**src/rtl/nfcs_pkg.sv**
```systemverilog
`default_nettype none
// ----------------------------------------------------------------------------
// nfcs_pkg: shared types and constants of the NOR flash command sequencer
// Command codes that pass from the front to the back, result beat layout and
// the function that expands a command into its bus beats.
// ----------------------------------------------------------------------------
package nfcs_pkg;

	// Flash address width inside the block; the bus address port stays 20 bits.
	localparam int ADDRESS_BITS = 20;
	localparam int BUS_ADDR_W   = 20;
	localparam int QUEUE_DEPTH  = 4;
	localparam int QPTR_W       = $clog2(QUEUE_DEPTH);
	localparam int QCNT_W       = $clog2(QUEUE_DEPTH + 1);

	typedef logic [ADDRESS_BITS-1:0] addr_t;
	typedef logic [BUS_ADDR_W-1:0]   bus_addr_t;

	// Request types.
	localparam logic [2:0] REQ_RESET   = 3'd0;
	localparam logic [2:0] REQ_PROGRAM = 3'd1;
	localparam logic [2:0] REQ_ERASE   = 3'd2;
	localparam logic [2:0] REQ_READ_ID = 3'd3;
	localparam logic [2:0] REQ_RETURN  = 3'd4;
	localparam logic [2:0] REQ_TICK    = 3'd5;

	// Result operation kinds.
	localparam logic [1:0] OP_WRITE = 2'd0;
	localparam logic [1:0] OP_READ  = 2'd1;
	localparam logic [1:0] OP_DONE  = 2'd2;

	// Completion status codes.
	localparam logic [1:0] ST_OK         = 2'd0;
	localparam logic [1:0] ST_PROG_FAIL  = 2'd1;
	localparam logic [1:0] ST_ERASE_FAIL = 2'd2;
	localparam logic [1:0] ST_BUSY       = 2'd3;

	// Command sequences handed from the front to the back.
	localparam logic [2:0] SEQ_ABORT   = 3'd0; // two reset writes, then completion
	localparam logic [2:0] SEQ_PROGRAM = 3'd1;
	localparam logic [2:0] SEQ_ERASE   = 3'd2;
	localparam logic [2:0] SEQ_READ_ID = 3'd3;
	localparam logic [2:0] SEQ_READ    = 3'd4;
	localparam logic [2:0] SEQ_DONE    = 3'd5;

	// Command bytes and unlock addresses.
	localparam logic [7:0] CMD_UNLOCK1 = 8'hAA;
	localparam logic [7:0] CMD_UNLOCK2 = 8'h55;
	localparam logic [7:0] CMD_RESET   = 8'hF0;
	localparam logic [7:0] CMD_PROGRAM = 8'hA0;
	localparam logic [7:0] CMD_ERASE   = 8'h80;
	localparam logic [7:0] CMD_CHIP    = 8'h10;
	localparam logic [7:0] CMD_AUTOSEL = 8'h90;

	localparam addr_t ADDR_UNLOCK1 = addr_t'(12'h555);
	localparam addr_t ADDR_UNLOCK2 = addr_t'(12'hAAA);
	localparam addr_t ADDR_ZERO    = addr_t'(1'b0);
	localparam addr_t ADDR_TOGGLE  = addr_t'(1'b1);
	localparam addr_t ID_OFS_HIGH  = addr_t'(12'h100);
	localparam addr_t ID_OFS_LOW   = addr_t'(12'h101);

	localparam logic [15:0] PROG_TIMEOUT_RESET  = 16'd2;
	localparam logic [15:0] ERASE_TIMEOUT_RESET = 16'd2000;

	typedef struct packed {
		logic [2:0]  seq;
		addr_t       addr;
		logic [7:0]  data;
		logic [1:0]  status;
		logic [15:0] id;
	} cmd_t;

	typedef struct packed {
		logic [1:0]  op;
		bus_addr_t   addr;
		logic [7:0]  data;
		logic [1:0]  status;
		logic [15:0] id;
		logic        last;
	} beat_t;

	typedef struct packed {
		logic full;
		logic empty;
	} q_stat_t;

	function automatic beat_t mk_write(logic [7:0] data, addr_t a);
		beat_t b;
		b = '0;
		b.op = OP_WRITE;
		b.addr = bus_addr_t'(a);
		b.data = data;
		return b;
	endfunction

	function automatic beat_t mk_read(addr_t a);
		beat_t b;
		b = '0;
		b.op = OP_READ;
		b.addr = bus_addr_t'(a);
		b.last = 1'b1;
		return b;
	endfunction

	function automatic beat_t mk_done(logic [1:0] status, logic [15:0] id);
		beat_t b;
		b = '0;
		b.op = OP_DONE;
		b.status = status;
		b.id = id;
		b.last = 1'b1;
		return b;
	endfunction

	// Beat number idx of command c; the final beat of each sequence carries last.
	function automatic beat_t beat_of(cmd_t c, logic [3:0] idx);
		beat_t b;
		b = '0;
		case (c.seq)
			SEQ_ABORT: begin
				if (idx < 4'd2) b = mk_write(CMD_RESET, ADDR_ZERO);
				else            b = mk_done(c.status, c.id);
			end
			SEQ_PROGRAM: begin
				case (idx)
					4'd0:    b = mk_write(CMD_UNLOCK1, ADDR_UNLOCK1);
					4'd1:    b = mk_write(CMD_UNLOCK2, ADDR_UNLOCK2);
					4'd2:    b = mk_write(CMD_PROGRAM, ADDR_UNLOCK1);
					4'd3:    b = mk_write(c.data, c.addr);
					default: b = mk_read(c.addr);
				endcase
			end
			SEQ_ERASE: begin
				case (idx)
					4'd0, 4'd1: b = mk_write(CMD_RESET, ADDR_ZERO);
					4'd2:       b = mk_write(CMD_UNLOCK1, ADDR_UNLOCK1);
					4'd3:       b = mk_write(CMD_UNLOCK2, ADDR_UNLOCK2);
					4'd4:       b = mk_write(CMD_ERASE, ADDR_UNLOCK1);
					4'd5:       b = mk_write(CMD_UNLOCK1, ADDR_UNLOCK1);
					4'd6:       b = mk_write(CMD_UNLOCK2, ADDR_UNLOCK2);
					4'd7:       b = mk_write(CMD_CHIP, ADDR_UNLOCK1);
					default:    b = mk_read(ADDR_TOGGLE);
				endcase
			end
			SEQ_READ_ID: begin
				case (idx)
					4'd0, 4'd1: b = mk_write(CMD_RESET, ADDR_ZERO);
					4'd2:       b = mk_write(CMD_UNLOCK1, ADDR_UNLOCK1);
					4'd3:       b = mk_write(CMD_UNLOCK2, ADDR_UNLOCK2);
					4'd4:       b = mk_write(CMD_AUTOSEL, ADDR_UNLOCK1);
					default:    b = mk_read(c.addr);
				endcase
			end
			SEQ_READ: b = mk_read(c.addr);
			default:  b = mk_done(c.status, c.id);
		endcase
		return b;
	endfunction

endpackage
`default_nettype wire

```
**src/rtl/nor_flash_command_sequencer.sv**
```systemverilog
`default_nettype none
// ----------------------------------------------------------------------------
// nor_flash_command_sequencer: NOR flash command set controller
// Turns reset, program, erase and read ID requests into bus beats and polls
// the flash with read returns and ticks until completion.
// ----------------------------------------------------------------------------
// The first result beat of a request passes the command queue, the back
// sequencer's command register and its output register. Throughput: one
// result beat per cycle while out_ready holds; a request gives one to nine
// beats. The front takes a request every cycle while the four-entry queue has
// room. Reset clears the phase and the queue and sets the timeouts to 2 and 2000.
module nor_flash_command_sequencer (
	input  wire logic        clk,
	input  wire logic        arst_n,
	input  wire logic        in_valid,
	output logic             in_ready,
	input  wire logic [2:0]  req_type,
	input  wire logic [19:0] address,
	input  wire logic [7:0]  data_byte,
	input  wire logic        cfg_valid,
	output logic             cfg_ready,
	input  wire logic        cfg_index,
	input  wire logic [15:0] cfg_data,
	output logic             out_valid,
	input  wire logic        out_ready,
	output logic [1:0]       op_kind,
	output logic [19:0]      bus_address,
	output logic [7:0]       bus_data,
	output logic [1:0]       status,
	output logic [15:0]      id_value,
	output logic             last
);
	import nfcs_pkg::*;

	q_stat_t q_stat;
	logic    push;
	logic    pop;
	cmd_t    push_cmd;
	cmd_t    head;
	beat_t   out_beat;

	assign cfg_ready = 1'b1;

	nfcs_front u_front (
		.clk       (clk),
		.arst_n    (arst_n),
		.in_valid  (in_valid),
		.in_ready  (in_ready),
		.req_type  (req_type),
		.address   (address),
		.data_byte (data_byte),
		.cfg_valid (cfg_valid),
		.cfg_index (cfg_index),
		.cfg_data  (cfg_data),
		.q_stat    (q_stat),
		.push      (push),
		.push_cmd  (push_cmd)
	);

	nfcs_queue u_queue (
		.clk      (clk),
		.arst_n   (arst_n),
		.push     (push),
		.push_cmd (push_cmd),
		.pop      (pop),
		.head     (head),
		.q_stat   (q_stat)
	);

	nfcs_back u_back (
		.clk       (clk),
		.arst_n    (arst_n),
		.head      (head),
		.q_stat    (q_stat),
		.pop       (pop),
		.out_valid (out_valid),
		.out_ready (out_ready),
		.out_beat  (out_beat)
	);

	// Result beat fields.
	assign op_kind     = out_beat.op;
	assign bus_address = 20'(out_beat.addr);
	assign bus_data    = out_beat.data;
	assign status      = out_beat.status;
	assign id_value    = out_beat.id;
	assign last        = out_beat.last;

endmodule
`default_nettype wire

```
**src/rtl/nfcs_front.sv**
```systemverilog
`default_nettype none
// ----------------------------------------------------------------------------
// nfcs_front: request decode and polling state
// Accepts request beats, keeps the operation phase, tick count and timeout
// registers, and pushes one command per result-producing request.
// ----------------------------------------------------------------------------
module nfcs_front (
	input  wire logic              clk,
	input  wire logic              arst_n,
	input  wire logic              in_valid,
	output logic                   in_ready,
	input  wire logic [2:0]        req_type,
	input  wire logic [19:0]       address,
	input  wire logic [7:0]        data_byte,
	input  wire logic              cfg_valid,
	input  wire logic              cfg_index,
	input  wire logic [15:0]       cfg_data,
	input  wire nfcs_pkg::q_stat_t q_stat,
	output logic                   push,
	output nfcs_pkg::cmd_t         push_cmd
);
	import nfcs_pkg::*;

	localparam logic [3:0] PH_IDLE        = 4'd0;
	localparam logic [3:0] PH_PROG_POLL   = 4'd1;
	localparam logic [3:0] PH_PROG_FINAL  = 4'd2;
	localparam logic [3:0] PH_PROG_VERIFY = 4'd3;
	localparam logic [3:0] PH_ER_FIRST    = 4'd4;
	localparam logic [3:0] PH_ER_POLL     = 4'd5;
	localparam logic [3:0] PH_ER_FINAL    = 4'd6;
	localparam logic [3:0] PH_ID_HIGH     = 4'd7;
	localparam logic [3:0] PH_ID_LOW      = 4'd8;

	logic [3:0]  phase_q, phase_d;
	addr_t       target_q, target_d;
	logic [7:0]  expected_q, expected_d;
	logic [7:0]  prev_toggle_q, prev_toggle_d;
	logic [15:0] elapsed_q, elapsed_d;
	logic [7:0]  id_high_q, id_high_d;
	logic [15:0] prog_to_q, erase_to_q;

	logic  accept;
	addr_t in_addr;
	logic  busy;
	logic  prog_match;
	logic  toggle_same;
	logic  dq5;

	assign in_ready    = !q_stat.full;
	assign accept      = in_valid && in_ready;
	assign in_addr     = addr_t'(address);
	assign busy        = (phase_q != PH_IDLE);
	assign prog_match  = !(data_byte[7] ^ expected_q[7]);
	assign toggle_same = !(data_byte[6] ^ prev_toggle_q[6]);
	assign dq5         = data_byte[5];

	// Decode of one request into the next state and an optional command.
	always_comb begin
		phase_d       = phase_q;
		target_d      = target_q;
		expected_d    = expected_q;
		prev_toggle_d = prev_toggle_q;
		elapsed_d     = elapsed_q;
		id_high_d     = id_high_q;
		push          = 1'b0;
		push_cmd      = '0;
		if (accept) begin
			case (req_type)
				REQ_RESET: begin
					push            = 1'b1;
					push_cmd.seq    = SEQ_ABORT;
					push_cmd.status = ST_OK;
					phase_d         = PH_IDLE;
				end
				REQ_PROGRAM, REQ_ERASE, REQ_READ_ID: begin
					push = 1'b1;
					if (busy) begin
						push_cmd.seq    = SEQ_DONE;
						push_cmd.status = ST_BUSY;
					end else begin
						elapsed_d = '0;
						if (req_type == REQ_PROGRAM) begin
							push_cmd.seq  = SEQ_PROGRAM;
							push_cmd.addr = in_addr;
							push_cmd.data = data_byte;
							target_d      = in_addr;
							expected_d    = data_byte;
							phase_d       = (prog_to_q != 16'd0) ? PH_PROG_POLL : PH_PROG_FINAL;
						end else if (req_type == REQ_ERASE) begin
							push_cmd.seq = SEQ_ERASE;
							phase_d      = PH_ER_FIRST;
						end else begin
							push_cmd.seq  = SEQ_READ_ID;
							push_cmd.addr = in_addr + ID_OFS_HIGH;
							target_d      = in_addr;
							phase_d       = PH_ID_HIGH;
						end
					end
				end
				REQ_RETURN: begin
					case (phase_q)
						PH_PROG_POLL, PH_PROG_FINAL: begin
							if (prog_match || phase_q == PH_PROG_POLL) begin
								push          = 1'b1;
								push_cmd.seq  = SEQ_READ;
								push_cmd.addr = target_q;
								if (prog_match) begin
									phase_d = PH_PROG_VERIFY;
								end else if (dq5 || elapsed_q >= prog_to_q) begin
									phase_d = PH_PROG_FINAL;
								end
							end else begin
								push            = 1'b1;
								push_cmd.seq    = SEQ_DONE;
								push_cmd.status = ST_PROG_FAIL;
								phase_d         = PH_IDLE;
							end
						end
						PH_PROG_VERIFY: begin
							push            = 1'b1;
							push_cmd.seq    = SEQ_DONE;
							push_cmd.status = (data_byte == expected_q) ? ST_OK : ST_PROG_FAIL;
							phase_d         = PH_IDLE;
						end
						PH_ER_FIRST: begin
							prev_toggle_d = data_byte;
							push          = 1'b1;
							push_cmd.seq  = SEQ_READ;
							push_cmd.addr = ADDR_TOGGLE;
							phase_d       = (elapsed_q < erase_to_q) ? PH_ER_POLL : PH_ER_FINAL;
						end
						PH_ER_POLL: begin
							push = 1'b1;
							if (toggle_same) begin
								push_cmd.seq    = SEQ_DONE;
								push_cmd.status = ST_OK;
								phase_d         = PH_IDLE;
							end else begin
								prev_toggle_d = data_byte;
								push_cmd.seq  = SEQ_READ;
								push_cmd.addr = ADDR_TOGGLE;
								if (dq5 || elapsed_q >= erase_to_q) begin
									phase_d = PH_ER_FINAL;
								end
							end
						end
						PH_ER_FINAL: begin
							push            = 1'b1;
							push_cmd.seq    = SEQ_DONE;
							push_cmd.status = toggle_same ? ST_OK : ST_ERASE_FAIL;
							phase_d         = PH_IDLE;
						end
						PH_ID_HIGH: begin
							id_high_d     = data_byte;
							push          = 1'b1;
							push_cmd.seq  = SEQ_READ;
							push_cmd.addr = target_q + ID_OFS_LOW;
							phase_d       = PH_ID_LOW;
						end
						PH_ID_LOW: begin
							push            = 1'b1;
							push_cmd.seq    = SEQ_ABORT;
							push_cmd.status = ST_OK;
							push_cmd.id     = {id_high_q, data_byte};
							phase_d         = PH_IDLE;
						end
						default: begin
						end
					endcase
				end
				REQ_TICK: begin
					if (busy && elapsed_q != 16'hFFFF) begin
						elapsed_d = elapsed_q + 16'd1;
					end
				end
				default: begin
				end
			endcase
		end
	end

	// Operation state registers.
	always_ff @(posedge clk or negedge arst_n) begin
		if (!arst_n) begin
			phase_q       <= PH_IDLE;
			target_q      <= '0;
			expected_q    <= '0;
			prev_toggle_q <= '0;
			elapsed_q     <= '0;
			id_high_q     <= '0;
		end else begin
			phase_q       <= phase_d;
			target_q      <= target_d;
			expected_q    <= expected_d;
			prev_toggle_q <= prev_toggle_d;
			elapsed_q     <= elapsed_d;
			id_high_q     <= id_high_d;
		end
	end

	// Timeout registers, written through the configuration channel.
	always_ff @(posedge clk or negedge arst_n) begin
		if (!arst_n) begin
			prog_to_q  <= PROG_TIMEOUT_RESET;
			erase_to_q <= ERASE_TIMEOUT_RESET;
		end else if (cfg_valid) begin
			if (cfg_index) erase_to_q <= cfg_data;
			else           prog_to_q  <= cfg_data;
		end
	end

endmodule
`default_nettype wire

```
**src/rtl/nfcs_queue.sv**
```systemverilog
`default_nettype none
// ----------------------------------------------------------------------------
// nfcs_queue: command queue between front and back
// A small first-in first-out buffer of decoded commands.
// ----------------------------------------------------------------------------
module nfcs_queue (
	input  wire logic              clk,
	input  wire logic              arst_n,
	input  wire logic              push,
	input  wire nfcs_pkg::cmd_t    push_cmd,
	input  wire logic              pop,
	output nfcs_pkg::cmd_t         head,
	output nfcs_pkg::q_stat_t      q_stat
);
	import nfcs_pkg::*;

	cmd_t              entry_q [QUEUE_DEPTH];
	logic [QPTR_W-1:0] wr_ptr_q, rd_ptr_q;
	logic [QCNT_W-1:0] count_q;
	logic              do_push, do_pop;

	assign q_stat.full  = (count_q == QCNT_W'(QUEUE_DEPTH));
	assign q_stat.empty = (count_q == '0);
	assign do_push      = push && !q_stat.full;
	assign do_pop       = pop && !q_stat.empty;
	assign head         = entry_q[rd_ptr_q];

	// Entry storage; no reset needed on payload.
	always_ff @(posedge clk) begin
		if (do_push) entry_q[wr_ptr_q] <= push_cmd;
	end

	// Pointers and fill count.
	always_ff @(posedge clk or negedge arst_n) begin
		if (!arst_n) begin
			wr_ptr_q <= '0;
			rd_ptr_q <= '0;
			count_q  <= '0;
		end else begin
			if (do_push) wr_ptr_q <= wr_ptr_q + QPTR_W'(1);
			if (do_pop)  rd_ptr_q <= rd_ptr_q + QPTR_W'(1);
			case ({do_push, do_pop})
				2'b10:   count_q <= count_q + QCNT_W'(1);
				2'b01:   count_q <= count_q - QCNT_W'(1);
				default: count_q <= count_q;
			endcase
		end
	end

endmodule
`default_nettype wire

```
**src/rtl/nfcs_back.sv**
```systemverilog
`default_nettype none
// ----------------------------------------------------------------------------
// nfcs_back: bus beat sequencer
// Takes commands from the queue and emits their bus writes, reads and completion
// reports one beat per cycle while out_ready allows, through an output register.
// ----------------------------------------------------------------------------
module nfcs_back (
	input  wire logic              clk,
	input  wire logic              arst_n,
	input  wire nfcs_pkg::cmd_t    head,
	input  wire nfcs_pkg::q_stat_t q_stat,
	output logic                   pop,
	output logic                   out_valid,
	input  wire logic              out_ready,
	output nfcs_pkg::beat_t        out_beat
);
	import nfcs_pkg::*;

	cmd_t       cur_q;
	logic       active_q;
	logic [3:0] idx_q;
	logic       out_valid_q;
	beat_t      out_q;
	beat_t      beat;
	logic       out_free;
	logic       emit;

	assign beat      = beat_of(cur_q, idx_q);
	assign out_free  = !out_valid_q || out_ready;
	assign emit      = active_q && out_free;
	assign pop       = !q_stat.empty && (!active_q || (emit && beat.last));
	assign out_valid = out_valid_q;
	assign out_beat  = out_q;

	// Current command and beat counter.
	always_ff @(posedge clk or negedge arst_n) begin
		if (!arst_n) begin
			active_q <= 1'b0;
			idx_q    <= '0;
		end else if (pop) begin
			active_q <= 1'b1;
			idx_q    <= '0;
		end else if (emit) begin
			if (beat.last) active_q <= 1'b0;
			idx_q <= idx_q + 4'd1;
		end
	end

	always_ff @(posedge clk) begin
		if (pop) cur_q <= head;
	end

	// Output register.
	always_ff @(posedge clk or negedge arst_n) begin
		if (!arst_n) begin
			out_valid_q <= 1'b0;
		end else if (out_free) begin
			out_valid_q <= active_q;
		end
	end

	always_ff @(posedge clk) begin
		if (emit) out_q <= beat;
	end

	// No sequence is longer than nine beats.
	a_idx_bound: assert property (@(posedge clk) disable iff (!arst_n)
		active_q |-> (idx_q <= 4'd8))
		else $error("beat counter past the longest sequence");

	// A completion report always closes the results of its request.
	a_done_last: assert property (@(posedge clk) disable iff (!arst_n)
		(out_valid_q && out_q.op == OP_DONE) |-> out_q.last)
		else $error("completion report without last");

	// A new command is taken only when the previous one has ended.
	a_pop_after_last: assert property (@(posedge clk) disable iff (!arst_n)
		(pop && active_q) |-> (emit && beat.last))
		else $error("command replaced before its final beat");

endmodule
`default_nettype wire
```
**config.mk**
```make
export PLATFORM = sky130hd
export DESIGN_NAME = nor_flash_command_sequencer
export DESIGN_NICKNAME = d
export VERILOG_FILES = /design/src/rtl/nfcs_pkg.sv /design/src/rtl/nor_flash_command_sequencer.sv /design/src/rtl/nfcs_front.sv /design/src/rtl/nfcs_queue.sv /design/src/rtl/nfcs_back.sv
export SDC_FILE = /design/constraint.sdc
export NUM_CORES = 1
export LEC_CHECK = 0
export BUFFER_PORTS_ARGS = -buffer_cell sky130_fd_sc_hd__clkbuf_2
export CORE_AREA = 2 2 192 194
export DETAILED_ROUTE_END_ITERATION = 10
export DIE_AREA = 0 0 194 196
export HOLD_SLACK_MARGIN = 0.03
export PLACE_DENSITY = 0.65
export SETUP_SLACK_MARGIN = 0.4
export SYNTH_ARGS = -nofsm -noshare
export SYNTH_HDL_FRONTEND = slang
export SYNTH_HIERARCHICAL = 1
export SYNTH_SLANG_ARGS = --single-unit
```
**constraint.sdc**
```tcl
create_clock -name clk -period 6.7 [get_ports clk]
set_input_delay 1.34 -clock clk [delete_from_list [all_inputs] [get_ports clk]]
set_output_delay 1.34 -clock clk [all_outputs]
set_load 0.01 [all_outputs]
```
==> run metrics <==
outcome=complete, no violations; Via Count=10695; Layout Nets=1480; Final min period=4403 ps; Die H=196 um; Clock transition at path regs=60 ps; CP endpoint kind=flip-flop; GR Util met1=0.2723; clock sink count=396; syn nets=1376; initial DRC count=798; Main synth FF type=edfxtp_1; Post-synth ARST share=0.2576; Die W=194 um; setup violators final=0; Max H-tree Level=2; P_leak=0.007814 uW; CP max FO=50; PortBufs=103; DR pass1 iterations=5; gr busiest metal=met2; Worst VDD drop=0.2304 mV; WS Path Type=reg -> reg; final worst setup slack=2297 ps; CTS Buffer Depth=3; endpoints failing hold=0; root buffer cell=clkbuf_16; Synth cell types=86; total power after layout=8411 uW; first-pass GRT wire length=59.03 mm; postcts setup bufs=0; initial antenna violation count=0; Synth Cell Area=0.01783 sq mm; number of synthesized flops with an enable pin=294; number of diodes=0; Fillers=2952; Congestion Overflow GR=0; largest net degree at the start of global routing=59; max_cap viols=0; RSZ-0062 raised after global routing=false; initial core utilization=0.4942; share of layout cells above drive strength 1=0.2219; drt total wl=36.80 mm; CP Launch Type=flip-flop; die area=0.03802 sq mm; crit path DAT=4880 ps; post-CTS sizing=0; IO Count=105; synthesized instance count=1276; CTS buffer count=43; CTS tree=done; clock latency at the later pin of the worst-skew pair=570 ps; Finished Layout Cells=1883; Core Area=0.03608 sq mm; met3 GRT Util=0.04195; Synth area leader=edfxtp_1; #FFs+latches synth=396; Data required, critical path=7180 ps; placed cell count=1803; dpl hpwl=24.81 mm; worst hold-check path type=reg -> reg; total track usage=0.1981; # hold bufs at CTS=0; GR Layer Usage met2=0.3179; top post-synthesis cells by area=edfxtp_1 (50%), dfrtp_1 (13%), mux4_2 (6.1%); fin crit share=0.6572; Max Slew Vio Count=0; post-synthesis sequential area ratio=0.6386; post-DR vias/cell=5.680; Antenna Violating Nets Remaining=0; Final GP Congestion=0.8650; max_slew headroom=0.2808; Setup TNS Final=0 ps; fmax=0.2271 GHz; pwr dens=417.4 mW/mm^2; Ys Warns=6; worst slew pin tran=1052 ps; area delta synth->final=13.01%; Setup Skew=16.63 ps; top-area cell type share of the netlist area=0.4950; row cnt=70; vias in the first global route=10677; synthesized area per cell=13.98 sq um; critical path's slowest cell=nor4_1; DR WL/cell=19.54 um; cells along the critical path=inv_1 -> ha_1 -> nor4_1 -> o21bai_1 -> a41oi_2 -> o2bb2ai_4 -> buf_4 -> o31a_1 -> ha_1 -> inv_1 -> fa_1 -> xor2_1 -> nor2_1 -> xor2_1; DRC viols=0; pre-CTS WS=2421 ps; Crit path largest cell delay=590 ps
## cell families (layout without fill, tap and decap cells)
family | count (synthesis) | after routing | synth area share
fa+ha+maj | 47 | 47 | 0.03339
buf+inv | 110 | 249 | 0.02954
simple gates | 365 | 365 | 0.1067
other cells | 1 | 1 | 0.0002103
compound gates | 230 | 230 | 0.08580
mux | 89 | 89 | 0.08706
xor+xnor | 38 | 38 | 0.01866
flops | 396 | 396 | 0.6386
## per-layer routing
metal  up-vias  share of wire
met5         -              0
met1      5315           0.44
met2       300           0.48
met4         0          0.026
met3        68          0.054
li1       5012              -
## cell usage after synthesis, types with 35 or more instances
cell type	count
inv_1	50
mux2_2	35
ha_1	46
o21ai_0	69
dfrtp_1	95
nand2_1	122
clkbuf_1	35
a21oi_1	43
and2_1	57
nor2_1	44
mux4_2	48
edfxtp_1	294
## flip-flops by register name (all words and copies together), names as in the netlist
name / count
u_back/active_q: 1
u_back/cur_q: 49
u_back/idx_q: 4
u_back/out_beat: 49
u_back/out_valid: 1
u_front/elapsed_q: 16
u_front/erase_to_q: 16
u_front/expected_q: 8
u_front/id_high_q: 8
u_front/phase_q: 4
u_front/prev_toggle_q: 1
u_front/prog_to_q: 16
u_front/target_q: 20
u_queue/count_q: 3
u_queue/entry_q: 196
u_queue/rd_ptr_q: 2
u_queue/wr_ptr_q: 2
## power by group
part / switching (uW) / internal [uW] / total [uW] / leakage (uW)
logic: 1270 / 943 / 2210 / 0.00304
registers: 401 / 3470 / 3870 / 0.00407
clock network: 954 / 1370 / 2330 / 0.000695
## layout by cell type (no fill, tap or decap), types with 22 or more instances in the layout
cell       instances
edfxtp_1         294
nand2_1          122
clkbuf_2         102
dfrtp_1           93
o21ai_0           69
and2_1            52
inv_1             50
mux4_2            48
ha_1              46
clkbuf_16         44
nor2_1            44
a21oi_1           43
mux2_2            35
xnor2_1           22
## metrics by stage
| step | instance area (sq um) | utilization | hold WS (ps) |
|---|---|---|---|
| 2_1_floorplan | 17830 | - | 470.6 |
| 3_3_place_gp | 18740 | 0.5194 | 478.4 |
| 3_5_place_dp | 18740 | 0.5194 | 485.3 |
| 4_1_cts | 20150 | 0.5585 | 498.3 |
| 5_1_grt | 20150 | 0.5585 | 512.0 |
| 6_report | 20150 | 0.5585 | 497.4 |
## area by class of cell
type	count	area [sq um]	area share
sequential	396	11390	0.5652
multi-input combinational	770	5943	0.2949
clock buffer	55	1182	0.05867
timing repair buffer	118	630.6	0.03129
tap	468	585.6	0.02905
clock inverter	25	229.0	0.01136
inverter	51	191.4	0.009498
## worst paths after layout
path,from,slack [ps],cells past startpoint,endpoint
max,u_back/idx_q[1],2300,14,u_queue/count_q[2]
min,u_front/id_high_q[5],500,1,u_front/id_high_q[5]
max in group asynchronous,arst_n,4630,2,u_queue/rd_ptr_q[1]
min in group asynchronous,arst_n,870,1,u_front/target_q[13]
max reg2reg,u_back/idx_q[1],2300,14,u_queue/count_q[2]
min reg2reg,u_front/id_high_q[5],500,1,u_front/id_high_q[5]
## worst max-delay path, delay by kind of cell, from the launching register on
family | cells | cell delay [ps]
adders and majority gates | 3 | 910
DFF | 1 | 550
and+or+nand+nor | 2 | 700
xor gates and xnor gates | 2 | 340
AOI/OAI and AO/OA | 4 | 1050
buffers and inverters | 3 | 750
Note: power is estimated with default switching activity, not from simulation.
